**config.mk**
```make
export PLATFORM = sky130hd
export DESIGN_NAME = tps_front
export DESIGN_NICKNAME = d
export VERILOG_FILES = /design/src/rtl/tps_pkg.sv /design/src/rtl/tps_front.sv
export SDC_FILE = /design/constraint.sdc
export NUM_CORES = 2
export LEC_CHECK = 0
export BUFFER_PORTS_ARGS = -buffer_cell sky130_fd_sc_hd__buf_2
export CAP_MARGIN = 20
export CORE_AREA = 4 4 288 290
export CTS_BUF_LIST = sky130_fd_sc_hd__clkbuf_16
export DETAILED_ROUTE_END_ITERATION = 10
export DIE_AREA = 0 0 292 294
export PLACE_DENSITY_LB_ADDON = 0.25
export SYNTH_ARGS = -nofsm -noshare
export SYNTH_HDL_FRONTEND = slang
export SYNTH_SLANG_ARGS = --single-unit
```
**constraint.sdc**
```tcl
create_clock -name clk_i -period 43.4 [get_ports clk_i]
set_input_delay 2.17 -clock clk_i [delete_from_list [all_inputs] [get_ports clk_i]]
set_output_delay 2.17 -clock clk_i [all_outputs]
set_load 0.03 [all_outputs]
```
**src/rtl/tps_pkg.sv**
```systemverilog
// Shared types and constants of the triangle plane slice unit.
package tps_pkg;

  localparam int unsigned CoordW     = 32;
  localparam int unsigned QueueDepth = 4;

  typedef logic signed [CoordW-1:0] coord_t;

  typedef struct packed {
    coord_t vertex0_x;
    coord_t vertex0_y;
    coord_t vertex0_z;
    coord_t vertex1_x;
    coord_t vertex1_y;
    coord_t vertex1_z;
    coord_t vertex2_x;
    coord_t vertex2_y;
    coord_t vertex2_z;
    coord_t plane_z;
  } tps_in_t;

  typedef struct packed {
    logic   segment_valid;
    coord_t start_x;
    coord_t start_y;
    coord_t end_x;
    coord_t end_y;
  } tps_out_t;

  // one edge to interpolate on: from (a, za) to (b, zb)
  typedef struct packed {
    coord_t ax;
    coord_t ay;
    coord_t bx;
    coord_t by;
    coord_t za;
    coord_t zb;
  } tps_edge_t;

  typedef struct packed {
    logic      none;
    coord_t    p;
    tps_edge_t edge_s;
    tps_edge_t edge_e;
  } tps_job_t;

endpackage

```
**src/rtl/tps_front.sv**
```systemverilog
// Front part: input register, stable sort by z and edge selection.
module tps_front (
  input  logic             clk_i,
  input  logic             rst_ni,
  input  logic             in_valid_i,
  output logic             in_stall_o,
  input  tps_pkg::tps_in_t in_data_i,
  input  logic             full_i,
  output logic             push_o,
  output tps_pkg::tps_job_t job_o
);
  import tps_pkg::*;

  logic    valid_q;
  tps_in_t item_q;
  logic    adv;

  coord_t vx [3];
  coord_t vy [3];
  coord_t vz [3];
  coord_t sx [3];
  coord_t sy [3];
  coord_t sz [3];
  logic [1:0] rank [3];
  logic g01, g12, g02;
  logic on0, on1, on2, below, above;
  coord_t p;

  assign adv        = !valid_q || !full_i;
  assign in_stall_o = valid_q && full_i;
  assign push_o     = valid_q && !full_i;

  always_ff @(posedge clk_i or negedge rst_ni) begin
    if (!rst_ni) begin
      valid_q <= 1'b0;
    end else if (adv) begin
      valid_q <= in_valid_i;
    end
  end

  always_ff @(posedge clk_i) begin
    if (adv && in_valid_i) begin
      item_q <= in_data_i;
    end
  end

  always_comb begin
    vx[0] = item_q.vertex0_x; vy[0] = item_q.vertex0_y; vz[0] = item_q.vertex0_z;
    vx[1] = item_q.vertex1_x; vy[1] = item_q.vertex1_y; vz[1] = item_q.vertex1_z;
    vx[2] = item_q.vertex2_x; vy[2] = item_q.vertex2_y; vz[2] = item_q.vertex2_z;
    p     = item_q.plane_z;

    g01 = vz[0] > vz[1];
    g12 = vz[1] > vz[2];
    g02 = vz[0] > vz[2];
    // rank: how many vertices come before this one in a stable order
    rank[0] = {1'b0, g01} + {1'b0, g02};
    rank[1] = {1'b0, !g01} + {1'b0, g12};
    rank[2] = {1'b0, !g02} + {1'b0, !g12};

    for (int r = 0; r < 3; r++) begin
      sx[r] = vx[0];
      sy[r] = vy[0];
      sz[r] = vz[0];
      for (int i = 0; i < 3; i++) begin
        if (rank[i] == 2'(r)) begin
          sx[r] = vx[i];
          sy[r] = vy[i];
          sz[r] = vz[i];
        end
      end
    end

    on0   = sz[0] == p;
    on1   = sz[1] == p;
    on2   = sz[2] == p;
    below = p < sz[0];
    above = p > sz[2];

    job_o.none = (on0 && on1 && on2) || below || above;
    job_o.p    = p;

    if ((on0 && on1) || (on0 && on2) || (on1 && on2)) begin
      // edge in the plane: zero-height edges give their start value back
      job_o.edge_s = '{ax: on0 ? sx[0] : sx[1], ay: on0 ? sy[0] : sy[1],
                       bx: on0 ? sx[0] : sx[1], by: on0 ? sy[0] : sy[1],
                       za: p, zb: p};
      job_o.edge_e = '{ax: (on0 && on1) ? sx[1] : sx[2],
                       ay: (on0 && on1) ? sy[1] : sy[2],
                       bx: (on0 && on1) ? sx[1] : sx[2],
                       by: (on0 && on1) ? sy[1] : sy[2],
                       za: p, zb: p};
    end else if (sz[1] <= p) begin
      job_o.edge_s = '{ax: sx[0], ay: sy[0], bx: sx[2], by: sy[2], za: sz[0], zb: sz[2]};
      job_o.edge_e = '{ax: sx[1], ay: sy[1], bx: sx[2], by: sy[2], za: sz[1], zb: sz[2]};
    end else begin
      job_o.edge_s = '{ax: sx[0], ay: sy[0], bx: sx[1], by: sy[1], za: sz[0], zb: sz[1]};
      job_o.edge_e = '{ax: sx[0], ay: sy[0], bx: sx[2], by: sy[2], za: sz[0], zb: sz[2]};
    end
  end

endmodule

```
# Yosys cells after proc, flatten, opt, wreduce, memory -nomap -nowiden

Cells that the tools add are included.

Bits of input ports: 324
Output and inout port bits: 419
Register bits after elaboration: 321
Logic and storage cells: 69

$add $sub $neg: 2
Reductions and logical operators: 19
Muxes and demuxes: 24
Equal/unequal tests: 7
$lt $le $gt $ge: 6

Operator list:

| cell               | number |
|---|---|
| $mux 32            | 22 |
| $mux 384           | 1 |
| $mux 320           | 1 |
| $gt 32x32->1       | 4 |
| $eq 32x32->1       | 3 |
| $le 32x32->1       | 1 |
| $lt 32x32->1       | 1 |
| $logic_and 1x1->1  | 7 |
| $logic_not 1->1    | 5 |
| $logic_or 1x1->1   | 5 |
| $add 1x1->2        | 2 |
| $eq 2x1->1 const B | 2 |
| $eq 2x2->1 const B | 2 |
| $logic_not 2->1    | 2 |

# Logic depth before layout (Yosys ltp)

Depth after elaboration: 11
Mapped depth: 35
Mapped depth without buffers: 29

# Worst setup path after synthesis

OpenSTA, ideal clock, no wires.

Path type: input to register
From: input full_i
To: register item_q[100] (netlist name) (enable)
Stages: 2
Slack: 25.973 ns
Path buffers: 0
Arrival time: 16.389 ns
Cell sequence: and2_1 > nor2b_1

Longest elaborated chain between the ends: 3

Ends and longest elaborated chain:

| what                 | line            | RTL |
|---|---|---|
| from (decl)          | tps_front.sv:8  | `input logic full_i,` |
| $logic_not 1->1      | tps_front.sv:29 | `assign adv = !valid_q \|\| !full_i;` |
| $logic_or 1x1->1     | tps_front.sv:29 |  |
| $logic_and 1x1->1    | tps_front.sv:42 | `if (adv && in_valid_i) begin` |
| to (signal assigned) | tps_front.sv:43 | `item_q <= in_data_i;` |
| to (decl)            | tps_front.sv:15 | `tps_in_t item_q;` |

No other way between the ends.
A chain may end at the register's enable or synchronous reset.

==> flow_metrics.py <==
metrics = {
    "synthesis": {
        "async_reset_ff_frac": 0.00312,
        "synth_ff_type": "edfxtp_1",
        "netlist_area_um2": 27600,
        "synth-edff-count": 320,
        "ys_seq_area_frac": 0.349,
        "ys_warn_count": 0,
        "syn_inst": 3386,
        "synthesis.nets": 3904,
        "postSynthAreaPerCell_um2": 8.16,
        "synthDistinctLibCells": 60,
        "ys_ff_latch": 321,
    },
    "drt": {
        "routedWlPerCell_um": 25.6,
        "drtIter0Drc": 3370,
        "drt_first_pass_iters": 6,
        "vias": 29900,
        "via_per_inst": 5.97,
        "drc": 0,
        "drtAntennaViolNets": 0,
        "totalWireLength_um": 128000,
    },
    "die": {
        "start_util": 0.344,
        "die_h_um": 294,
        "dieArea_um2": 85800,
        "core_um2": 80300,
        "ioPinCount": 743,
        "die_w_um": 292,
        "rows": 104,
    },
    "clock_network": {
        "clk_pin_slew_ns": 0.06,
        "cts_buffers": 43,
        "cts_buffer_depth": 3,
        "cts_setup_buffers": 0,
        "cts_hold_buffers": 0,
        "clk_latency_ns": 0.60,
        "cts_resized": 0,
        "clockRootBuffer": "clkbuf_16",
        "cts_tree": "done",
        "h-tree-depth": 2,
        "cts_sinks": 321,
    },
    "setup_path": {
        "slowest_delay_ns": 0.92,
        "path_max_fanout": 89,
        "slowest_stage": "buf_4",
        "critPathKind": "flip-flop to output pin",
        "cp-end-kind": "output pin",
        "start_kind": "flip-flop",
        "cp_data_required_time_ns": 41.23,
        "crit_top_cell": "buf_4",
        "cp.arrival_ns": 10.66,
    },
    "placement": {
        "dp_hpwl_um": 90800,
        "place.gp.congestion": 0.945,
        "port_buffers": 742,
    },
    "grt": {
        "grt_antenna_before_repair": 38,
        "grt_start_max_net_pins": 95,
        "overflow": 0,
        "first_global_vias": 27700,
        "grt_usage": 0.281,
        "grt_first_pass_wirelength_um": 186000,
    },
    "hold_path": {
        "hp-class": "flip-flop to flip-flop",
    },
    "power": {
        "p_leak_nw": 14.1,
        "pwr-share-comb": 0.662,
        "p_sw_w": 0.00121,
        "power-per-cell-area_nw_per_um2": 66.1,
        "p_seq_frac": 0.174,
        "vdd_ir_drop_max_mv": 0.0590,
        "power.share.clock": 0.164,
        "p_sw_frac": 0.554,
        "p_int_w": 0.000976,
    },
    "sta": {
        "setup-tns-final_ns": 0,
        "skew_ns": 0.0206,
        "setup_violations": 0,
        "drv_slew": 0,
        "final.min_clock_period_ns": 12.83,
        "fmaxAchievable_mhz": 77.9,
        "fin_crit_sh": 0.296,
        "slew-limit-headroom": 0.222,
        "rsz0062_at_grt": "no",
        "worst_hold_slack_ns": 0.691,
        "tightest_slew_ns": 1.17,
        "finalHoldViolations": 0,
    },
    "run_status": {
        "outcome": "finished clean",
    },
    "layout": {
        "layout-drive-gt1-share": 0.246,
        "fin_nets": 4406,
        "syn_to_final_growth_pct": 19.6,
    },
    "job": {
        "maxCapViolCount": 0,
    },
}
## layout by cell type (no fill, tap or decap), drive strengths merged, types with 16 or more instances in the layout
cell type / synthesis / final
buf: 81 / 778
o21ai: 631 / 631
nand2: 446 / 446
edfxtp: 320 / 320
a21oi: 287 / 287
a31oi: 225 / 225
inv: 196 / 205
ha: 194 / 194
o21a: 135 / 135
nor2: 112 / 112
a22oi: 97 / 97
nand3: 79 / 79
mux2: 63 / 63
clkbuf: 240 / 43
nand4: 40 / 40
nor3: 40 / 40
a21o: 36 / 36
a221oi: 34 / 34
diode: 0 / 32
a22o: 31 / 31
nor2b: 24 / 24
clkinv: 0 / 16
## synthesized netlist by cell type, types with 26 or more instances
master    number  area (um^2)
a22o_1        31          272
o21a_1       135         1010
nand2_1      446         1670
clkbuf_1     240          901
a21oi_1      287         1440
buf_4         37          278
mux2_1        40          450
nor2_1       112          420
inv_1        195          732
o21ai_0      511         2560
a22oi_1       97          728
nand4_1       40          250
a221oi_2      26          390
a21o_1        36          270
o21ai_2       40          350
ha_1         194         2430
a31oi_1      225         1410
nand3_1       79          395
nor3_1        34          170
edfxtp_1     320         9610
o21ai_1       80          400
## flip-flops by register name, summed over array words and instances, names as in the netlist
register and cells:
item_q 288, p 32, valid_q 1
## routing by layer
| layer | track usage | routed length [um] | vias to the layer above |
|---|---|---|---|
| met5 | 0 | 96 | - |
| met4 | 0.130 | 6360 | 14 |
| met3 | 0.0556 | 12200 | 316 |
| met2 | 0.464 | 60500 | 1768 |
| met1 | 0.356 | 49100 | 14200 |
| li1 | - | - | 13600 |
## metrics by stage
step	power (W)	instance area, um^2	utilization	setup slack, ns	instances
after CTS	0.00218	33000	0.411	30.55	4979
after global routing	0.00230	33000	0.411	30.02	4994
after floorplan	0.00139	27600	-	25.97	3386
final	0.00219	33100	0.412	30.57	5011
after detailed placement	0.00182	31600	0.394	31.23	4903
after global placement	0.00182	31600	0.394	31.39	4903
## cells by family (layout without fill, tap and decap cells)
kind of cell               Yosys count  count (layout)  share of synthesized area
xor gates and xnor gates             2               2                    0.00131
muxes                               64              64                     0.0260
AOI/OAI and AO/OA                 1501            1501                      0.333
adders and majority gates          196             196                     0.0885
DFF                                321             321                      0.349
and+or+nand+nor                    785             785                      0.123
other                                0              32                          0
buffers and inverters              517            1050                     0.0789
## worst max-delay path, delay by kind of cell (launching register included)
| family | cells | cell delay [ns] |
|---|---|---|
| compound gates | 13 | 3.01 |
| xor+xnor | 1 | 0.43 |
| fa+ha+maj | 2 | 0.63 |
| buf+inv | 5 | 3.66 |
| flops | 1 | 0.50 |
| simple gates | 5 | 1.68 |
## power by group through the flow
stage                     registers (W)  logic, W  clock network (W)
final                          0.000381   0.00145           0.000358
after global routing           0.000382   0.00154           0.000379
after CTS                      0.000380   0.00144           0.000366
after detailed placement       0.000387   0.00143                  0
after global placement         0.000387   0.00143                  0
after floorplan                0.000387   0.00100                  0
## cell type report
class / instances / area (um^2)
inverters: 196 / 738
fillers: 8235 / 47200
flip-flops and latches: 321 / 9630
multi-input cells: 2548 / 15900
diodes: 32 / 80.1
clock inverters: 33 / 295
repair buffers: 778 / 3980
clock buffers: 43 / 1080
well taps: 1060 / 1330
## final timing paths
check                                 start    endpoint  slack [ns]  depth (start not counted)
min in group asynchronous            rst_ni     valid_q        1.35                          1
worst min-delay path                valid_q     valid_q        0.69                          2
max in group asynchronous            rst_ni     valid_q       41.96                          1
worst max register to register      valid_q  item_q[82]       39.63                          5
worst min register to register      valid_q     valid_q        0.69                          2
worst max-delay path            item_q[139]  job_o[282]       30.57                         26
Power figures use the tool's default switching activity.
