`config.mk`:
```
export PLATFORM = sky130hd
export DESIGN_NAME = tps_queue
export DESIGN_NICKNAME = d
export VERILOG_FILES = /design/src/rtl/tps_pkg.sv /design/src/rtl/tps_queue.sv
export SDC_FILE = /design/constraint.sdc
export NUM_CORES = 1
export LEC_CHECK = 0
export BUFFER_PORTS_ARGS = -buffer_cell sky130_fd_sc_hd__clkbuf_2
export CAP_MARGIN = 20
export CORE_UTILIZATION = 50
export DETAILED_ROUTE_END_ITERATION = 12
export MAX_ROUTING_LAYER = met4
export PLACE_DENSITY = 0.7
export SLEW_MARGIN = 20
export SYNTH_ARGS = -nofsm -noshare
export SYNTH_HDL_FRONTEND = slang
export SYNTH_SLANG_ARGS = --single-unit
export TNS_END_PERCENT = 30
```
`constraint.sdc`:
```
create_clock -name clk_i -period 18.4 [get_ports clk_i]
set_input_delay 3.68 -clock clk_i [delete_from_list [all_inputs] [get_ports clk_i]]
set_output_delay 3.68 -clock clk_i [all_outputs]
set_load 0.02 [all_outputs]
```
`src/rtl/tps_pkg.sv`:
```
// Shared types and constants of the triangle plane slice unit.
package tps_pkg;

  localparam int unsigned CoordW     = 32;
  localparam int unsigned QueueDepth = 4;

  typedef logic signed [CoordW-1:0] coord_t;

  typedef struct packed {
    coord_t vertex0_x;
    coord_t vertex0_y;
    coord_t vertex0_z;
    coord_t vertex1_x;
    coord_t vertex1_y;
    coord_t vertex1_z;
    coord_t vertex2_x;
    coord_t vertex2_y;
    coord_t vertex2_z;
    coord_t plane_z;
  } tps_in_t;

  typedef struct packed {
    logic   segment_valid;
    coord_t start_x;
    coord_t start_y;
    coord_t end_x;
    coord_t end_y;
  } tps_out_t;

  // one edge to interpolate on: from (a, za) to (b, zb)
  typedef struct packed {
    coord_t ax;
    coord_t ay;
    coord_t bx;
    coord_t by;
    coord_t za;
    coord_t zb;
  } tps_edge_t;

  typedef struct packed {
    logic      none;
    coord_t    p;
    tps_edge_t edge_s;
    tps_edge_t edge_e;
  } tps_job_t;

endpackage

```
`src/rtl/tps_queue.sv`:
```
// Short flop queue between the front and back parts.
module tps_queue #(
  parameter int unsigned DEPTH = tps_pkg::QueueDepth
) (
  input  logic              clk_i,
  input  logic              rst_ni,
  input  logic              push_i,
  input  tps_pkg::tps_job_t push_data_i,
  output logic              full_o,
  input  logic              pop_i,
  output logic              avail_o,
  output tps_pkg::tps_job_t head_o
);
  import tps_pkg::*;

  localparam int unsigned PtrW = (DEPTH > 1) ? $clog2(DEPTH) : 1;
  localparam int unsigned CntW = $clog2(DEPTH + 1);

  tps_job_t            mem_q [DEPTH];
  logic [PtrW-1:0]     wr_q, rd_q;
  logic [CntW-1:0]     cnt_q;

  assign full_o  = cnt_q == CntW'(DEPTH);
  assign avail_o = cnt_q != '0;
  assign head_o  = mem_q[rd_q];

  always_ff @(posedge clk_i or negedge rst_ni) begin
    if (!rst_ni) begin
      wr_q  <= '0;
      rd_q  <= '0;
      cnt_q <= '0;
    end else begin
      if (push_i) begin
        wr_q <= (wr_q == PtrW'(DEPTH - 1)) ? '0 : wr_q + 1'b1;
      end
      if (pop_i) begin
        rd_q <= (rd_q == PtrW'(DEPTH - 1)) ? '0 : rd_q + 1'b1;
      end
      if (push_i && !pop_i) begin
        cnt_q <= cnt_q + 1'b1;
      end else if (pop_i && !push_i) begin
        cnt_q <= cnt_q - 1'b1;
      end
    end
  end

  always_ff @(posedge clk_i) begin
    if (push_i) begin
      mem_q[wr_q] <= push_data_i;
    end
  end

endmodule

```
Word-level counts from Yosys, hierarchy flattened
Memories as Yosys holds them, arrays and structs flattened.
Cells that the tools add are included.

word-level totals
  register bits = 7
  RAM bits = 1668
  bits of input ports = 421
  output and inout port bits = 419
  word-level logic and storage cells = 23
  memories = 1

memories
  name   depth  width  read ports  clocked after Yosys merged registers in  wr ports  RTL line         source
  mem_q  4      417    1           0                                        1         tps_queue.sv:19  tps_job_t mem_q [DEPTH];

cells by class
  add/subtract/negate cells = 4
  equality and inequality tests = 3
  muxes and demuxes = 6
  reductions and logical operators = 6

operators with widths
  cell                   count
  $mux W3                2
  $add A2 B1 Y2 const B  2
  $eq A2 B2 Y1 const B   2
  $mux W2                2
  $add A3 B1 Y3 const B  1
  $eq A3 B3 Y1 const B   1
  $reduce_bool A3 Y1     1
  $sub A3 B1 Y3 const B  1
  $logic_and A1 B1 Y1    2
  $logic_not A1 Y1       2
  $mux W1                2
  $reduce_bool A2 Y1     1

Logic depth before layout (Yosys ltp)
Gate-level depths: netlist (run 1).

  depth in word-level cells = 4
  mapped depth = 7
  gate-level depth less buffers = 7

Worst setup path before layout (run 1)
Ideal clock, no wire load.

  kind = input port to flip-flop
  from = input port push_i
  to = memory mem_q[0][0] (netlist name) (enable)
  setup time = 832 ps
  arrival = 13054 ps
  data required time = 17568 ps
  path slack = 4514 ps
  cell stages on the path = 1
  path buffers = 0
  cells stage by stage = and2_1

between the ends
  longest elaborated chain between the ends = 2

RTL lines
  item                           RTL line         source
  start: declaration             tps_queue.sv:7   input logic push_i,
  $mux W1                        tps_queue.sv:48  if (push_i) begin
  $mux W1 (implied by the code)  tps_queue.sv:49  mem_q[wr_q] <= push_data_i;
  end: declaration               tps_queue.sv:19

No other way between the ends.

==> metrics.txt, run 1 <==
Syn Area/Cell=27.4 sq um; die height=350 microns; Power Dens Cells=165 mW/mm^2; Synth cell types=19; final setup fails=0; CTS Hold Bufs=0; Yosys top cell area share=82.6%; Setup Buffers After CTS=0; Slew HR=14.5%; DRT Pass-1 Iters=5; pre-CTS setup slack=10.42 ns; hold endpoint=cnt_q[2]; # IOs=840; critical path launch point type=register; CTS tree=yes; Slew @ Worst Pin=1.28 ns; crit share post-route=46.7%; Root Driver=clkbuf_16; commonest non-fill, non-tap cell in the layout=edfxtp_1; largest family of logic cells by synthesized area=multiplexers; total power=0.0118 W; RR Endpoint=mem_q[1][355]; Fmax=116 MHz; DRT antenna net count=0; most frequent cells in the layout=edfxtp_1, clkbuf_2, mux4_2, clkbuf_16, clkbuf_1; Final #Nets=3584; final worst path period need=8.59 ns; Post-DP HPWL=81000 microns; Max FO, Critical Path=112; Die X-Extent=350 microns; post-synthesis mux area share=15.5%; core area=0.120 sq mm; Synth area leader=edfxtp_1; clock skew=0.0315 ns; Sink Count=1675; RSZ-0062 raised after global routing=false; register bit total from synthesis=1675; part of the power in registers=43.0%; Switching Power=0.00377 W; Synth Area in Compound Gates=0.0165%; clock latency on the worst-skew pair=0.75 ns; Worst Hold Class=reg2reg; Logic pwr share=30.9%; die area=0.123 sq mm; vias per cell=5.52; final-report hold violation count=0; Finished Cell Area=0.0715 sq mm; status=finished, final reports clean; Post-Synth Adder-Cell Area=0.157%; initial core utilization=50.5%; Iter 0 DRT Violations=2235; Port Buffers=839; Setup WS post-layout=9.81 ns; Setup crit end kind=output pin; largest net degree at the start of global routing=157; setup TNS=0 ns; worst vdd ir=0.139 mV; share of cells above drive strength 1=45.9%; Pint=0.00801 W; Ys Warns=0; WHS Path Cells=1; DRC errors left=0; Sw Share=32.0%; GPL Wtd Cong=0.834; via count=27300; Area after DPL=0.0664 sq mm; worst setup path start=rd_q[0]; Worst-path clk slew=0.06 ns; synthesized area=0.0606 sq mm; Leak=24.2 nW; WL/cell=25.8 microns; vias in the first global route=28500; arrival time at the worst endpoint=4.91 ns; Mapped Nets=2643; row count=127; Crit Path Class=reg2out; FF-to-FF Start=wr_q[1]; reg2reg setup slack=14.00 ns; CP required=14.72 ns; H-tree depth=4; final core utilization=59.5%; clock network power share=26.1%; post-CTS resize count=0; critical hold path startpoint=cnt_q[2]; post-synthesis simple-gate area fraction=0.0949%; Max-Cap Viols=0; routed wire length=128000 microns; FF-to-FF path depth=6; Post-Synthesis Cells=2215; Area contributors post-synth=edfxtp_1, mux4_2, buf_6, buf_2, dfrtp_1; max-slew violations=0; initial antenna violation count=42; Overall Global Routing Usage=21.3%; Area growth, synth to finish=17.9%; total clock buffers created by CTS=163; post-synthesis sequential area ratio=82.9%; global-route wire length before repair=184000 microns; Clock Path Buffers=3; post-synthesis xor/xnor area fraction=0.0433%; global route overflow=0
Yosys cell counts:
cell      instances
nor3b_1           1
nor2_1            3
ha_1              6
nand2_1           2
mux4_2          417
mux2_2            3
clkbuf_1          5
and2_1            4
or3_1             1
buf_1             5
edfxtp_1       1668
inv_1             4
buf_6            46
o21ai_0           2
xnor2_1           1
xor2_1            2
dfrtp_1           7
buf_2            37
fa_1              1
per-stage QoR:
stage	hold slack [ns]	instances
after detailed placement	0.482	4603
final	0.487	4948
after global placement	0.465	4603
after floorplan	0.449	2215
after global routing	0.511	4945
after CTS	0.490	4903
worst max-delay path, stage by stage, from the launching register on:
cell      delay, ns
dfrtp_4        0.63
buf_12         0.60
buf_4          0.83
buf_4          0.87
mux4_2         0.66
clkbuf_2       0.18
metal layers:
layer | GRT usage (%) | routed length (microns)
met5 | - | 0
met3 | 5.75 | 9560
met4 | 11.2 | 5900
met1 | 24.0 | 45100
met2 | 34.7 | 67400
power groups by stage:
stage	Clock [W]	Sequential [W]	Combinational, W
final	0.00307	0.00506	0.00364
after global routing	0.00328	0.00511	0.00384
after CTS	0.00314	0.00507	0.00371
after detailed placement	0	0.00514	0.00369
after global placement	0	0.00510	0.00366
after floorplan	0	0.00534	0.00258
layout make-up:
class	count	area, sq um
Sequential cell	1675	50300
Timing Repair Buffer	869	4500
Inverter	4	15.0
Fill cell	8369	48700
Multi-Input combinational cell	443	9620
Tap cell	1612	2020
Clock buffer	210	4320
Antenna cell	45	113
Clock inverter	90	622
state kept, by name, summed over array words and instances, names as in the netlist:
signal and flops:
wr_q 2, cnt_q 3, rd_q 2, mem_q 1668
worst max path at each step:
| stage | end |
|---|---|
| 6_report | head_o[385] |
| 5_1_grt | head_o[388] |
| 4_1_cts | head_o[388] |
| 3_5_place_dp | head_o[386] |
| 3_3_place_gp | head_o[386] |
| 2_1_floorplan | mem_q[0][0] |
logic make-up (layout without fill, tap and decap cells):
kind of cell	after synthesis	count (layout)
buf+inv	97	1173
compound gates	2	2
xor+xnor	3	3
mux	420	420
other cells	0	45
fa+ha+maj	7	7
flops	1675	1675
simple gates	11	11
Note: power is estimated with default switching activity, not from simulation.
==> inputs of run 2 (changes only) <==
- ABC_AREA: default -> 1
- PLACE_DENSITY: 0.7 -> 0.72
- clock period: 18.4 -> 7 ns (I/O delays scaled with it)
==> run 2 against run 1 <==
  * Non-clock buffer count increased by 23
  * Design area increased by 8.2%
  * Worst setup slack got worse by 7.7 ns
  * Largest cell class unchanged
  * Sequential cell count unchanged
  * Routed wire length increased by 13%
==> metrics.txt, run 2 <==
fill cell count=9895 (+18%); arrival time at the worst endpoint=3.52 ns (-1.39 ns); RR Endpoint=mem_q[0][209]; synthesized area=0.0663 sq mm (+9.4%); Yosys top cell area share=75.5% (-7.1 points); final setup fails=0 (unchanged); worst setup path start=rd_q[1]; global-route wire length before repair=219000 microns (+19%); number of synthesized flops with an enable pin=1668 (unchanged); part of the power in registers=40.3% (-2.7 points); Syn Area/Cell=13.5 sq um (-51%); largest net degree at the start of global routing=206 (+31%); CP bufs+invs=3 (-1); most frequent cells in the layout=edfxtp_1, nand2_1, inv_1, clkbuf_2, o211ai_1; Area growth, synth to finish=16.6%; Max-Cap Viols=0 (unchanged); DRT Pass-1 Iters=5 (unchanged); clock network power share=25.3% (-0.8 points); initial antenna violation count=48 (+14%); Setup WS post-layout=2.08 ns (-7.73 ns); H-tree depth=4 (unchanged); Synth cell types=20 (+1); top-count cell post-synth=edfxtp_1; FF-to-FF path depth=6 (unchanged); FF-to-FF Start=wr_q[0]; clock latency on the worst-skew pair=0.79 ns (+0.04 ns); DRC errors left=0 (unchanged); Mapped Nets=5346 (+100%); RSZ-0062 raised after global routing=false; via count=39200 (+43%); register bit total from synthesis=1675 (unchanged); vias in the first global route=37600 (+32%); Worst-path clk slew=0.06 ns (about the same); Area contributors post-synth=edfxtp_1, o211ai_1, nand2_1, inv_1, o211ai_2; DRT antenna net count=0 (unchanged); global route overflow=0 (unchanged); Setup Buffers After CTS=0 (unchanged); worst vdd ir=0.682 mV (+390%); GPL Wtd Cong=0.806 (-3.4%); Sw Share=37.1% (+5.1 points); Finished Cell Area=0.0773 sq mm (+8.2%); row count=133 (+4.7%); Die X-Extent=366 microns (+4.6%); crit share post-route=70.2%; Leak=31.1 nW (+29%); die height=366 microns (+4.6%); reg2reg setup slack=3.79 ns (-10.21 ns); post-CTS resize count=0 (unchanged); final-report hold violation count=0 (unchanged); WL/cell=19.0 microns (-27%); Biggest register=mem_q; Post-Synthesis Cells=4918 (+120%); clock skew=0.0389 ns (+0.00733 ns); Final #Nets=6130 (+71%); CTS Hold Bufs=0 (unchanged); Fmax=203 MHz; CTS tree=yes; die area=0.134 sq mm (+9.3%); vias per cell=5.14 (-7.0%); Clock Path Buffers=3 (unchanged); max reg flops=1668 (unchanged); Setup crit end kind=output pin; initial core utilization=50.5% (about the same); ys async rst share=0.418% (unchanged); commonest non-fill, non-tap cell in the layout=edfxtp_1; Sink Count=1675 (unchanged); CP required=5.60 ns (-9.12 ns); Iter 0 DRT Violations=2993 (+34%); Crit Path Class=reg2out; Regs by FF count=mem_q x1668, cnt_q x3; Power Dens Cells=423 mW/mm^2 (+160%); Slew HR=22.7% (+8.2 points); Area after DPL=0.0722 sq mm (+8.6%); critical path, cell by cell=buf_12 -> buf_4 -> o211ai_1 -> nand2_1 -> clkbuf_2; Max FO, Critical Path=158 (+41%); Crit. path cell count=5 (unchanged); status=finished, final reports clean; Slowest cell on crit path=buf_4; final worst path period need=4.92 ns; Switching Power=0.0121 W (+220%); end point of the critical path=head_o[189]; Ys Warns=0 (unchanged); top cells by count, synth=edfxtp_1, nand2_1, inv_1; Slew @ Worst Pin=1.16 ns (-0.124 ns); Pint=0.0206 W (+160%); Post-DP HPWL=87500 microns (+8.0%); core area=0.131 sq mm (+9.4%); Logic pwr share=34.4% (+3.5 points); Root Driver=clkbuf_16; share of cells above drive strength 1=20.4% (-26 points); critical path launch point type=register; max-slew violations=0 (unchanged); routed wire length=145000 microns (+13%); total clock buffers created by CTS=167 (+2.5%); Overall Global Routing Usage=22.0% (+0.75 points); # IOs=840 (unchanged); pre-CTS setup slack=2.74 ns (-7.68 ns); Synth area leader=edfxtp_1; Crit path largest cell delay=0.79 ns (-0.08 ns); dominant synthesized flop cell=edfxtp_1; post-synthesis sequential area ratio=75.8% (-7.1 points); Port Buffers=839 (unchanged); Crit path max-delay family=buffers and inverters; Worst Hold Class=in2async
-- run 2: changes by cell type after synthesis, moves of 4 or more --
cell / before / now
inv_1: 4 / 845
clkbuf_1: 5 / 66
buf_2: 37 / 197
buf_6: 46 / 2
and2_1: 4 / 0
nand2_1: 2 / 1267
o211ai_2: 0 / 80
mux4_2: 417 / 0
buf_1: 5 / 9
o211ai_1: 0 / 754
-- run 2: final cells by class --
cell class	instances	area, sq um	share of cell area, %
clock inverters	76	568	0.735
flip-flops and latches	1675	50300	65.0
repair buffers	892	4850	6.27
well taps	1755	2200	2.84
multi-input cells	2119	11600	15.0
clock buffers	218	4480	5.79
diodes	52	130	0.168
inverters	847	3210	4.15
-- run 2: kinds of logic after synthesis --
family,Yosys count,synth area share [%]
simple gates,1273,7.21
flops,1675,75.8
fa+ha+maj,7,0.143
buf+inv,1124,6.77
xor+xnor,1,0.0132
compound gates,838,10.1
-- run 2: worst min-delay path by stage --
stage / end / slack [ns] / start
2_1_floorplan: cnt_q[2] / 0.44 / cnt_q[2]
6_report: cnt_q[0] / 0.46 / rst_ni
3_5_place_dp: cnt_q[2] / 0.46 / cnt_q[2]
4_1_cts: cnt_q[0] / 0.39 / rst_ni
3_3_place_gp: cnt_q[2] / 0.46 / cnt_q[2]
5_1_grt: cnt_q[0] / 0.41 / rst_ni
-- run 2: power by group through the flow --
stage          Clock, W  Combinational, W  Sequential (W)
4_1_cts         0.00843            0.0114          0.0132
5_1_grt         0.00882            0.0122          0.0133
3_5_place_dp          0            0.0113          0.0134
2_1_floorplan         0           0.00740          0.0138
3_3_place_gp          0            0.0112          0.0133
6_report        0.00828            0.0113          0.0132
-- run 2: per-stage QoR --
stage / TNS (ns) / hold slack, ns / power (W) / instances / util [%]
2_1_floorplan: -1820.34 / 0.442 / 0.0212 / 4918 / -
3_3_place_gp: 0 / 0.460 / 0.0245 / 7288 / 54.9
3_5_place_dp: 0 / 0.461 / 0.0247 / 7288 / 54.9
4_1_cts: 0 / 0.386 / 0.0330 / 7582 / 58.7
5_1_grt: 0 / 0.408 / 0.0343 / 7630 / 58.8
6_report: 0 / 0.462 / 0.0327 / 7634 / 58.8
-- run 2: per-layer routing --
| layer | vias up | track usage (%) | wire length [microns] | share of wire (%) |
|---|---|---|---|---|
| met5 | - | - | 0 | 0 |
| met4 | 0 | 7.23 | 3500 | 2.4 |
| met3 | 211 | 7.63 | 13400 | 9.2 |
| met2 | 1162 | 35.0 | 70800 | 49 |
| met1 | 18900 | 26.3 | 57000 | 39 |
| li1 | 18900 | - | - | - |
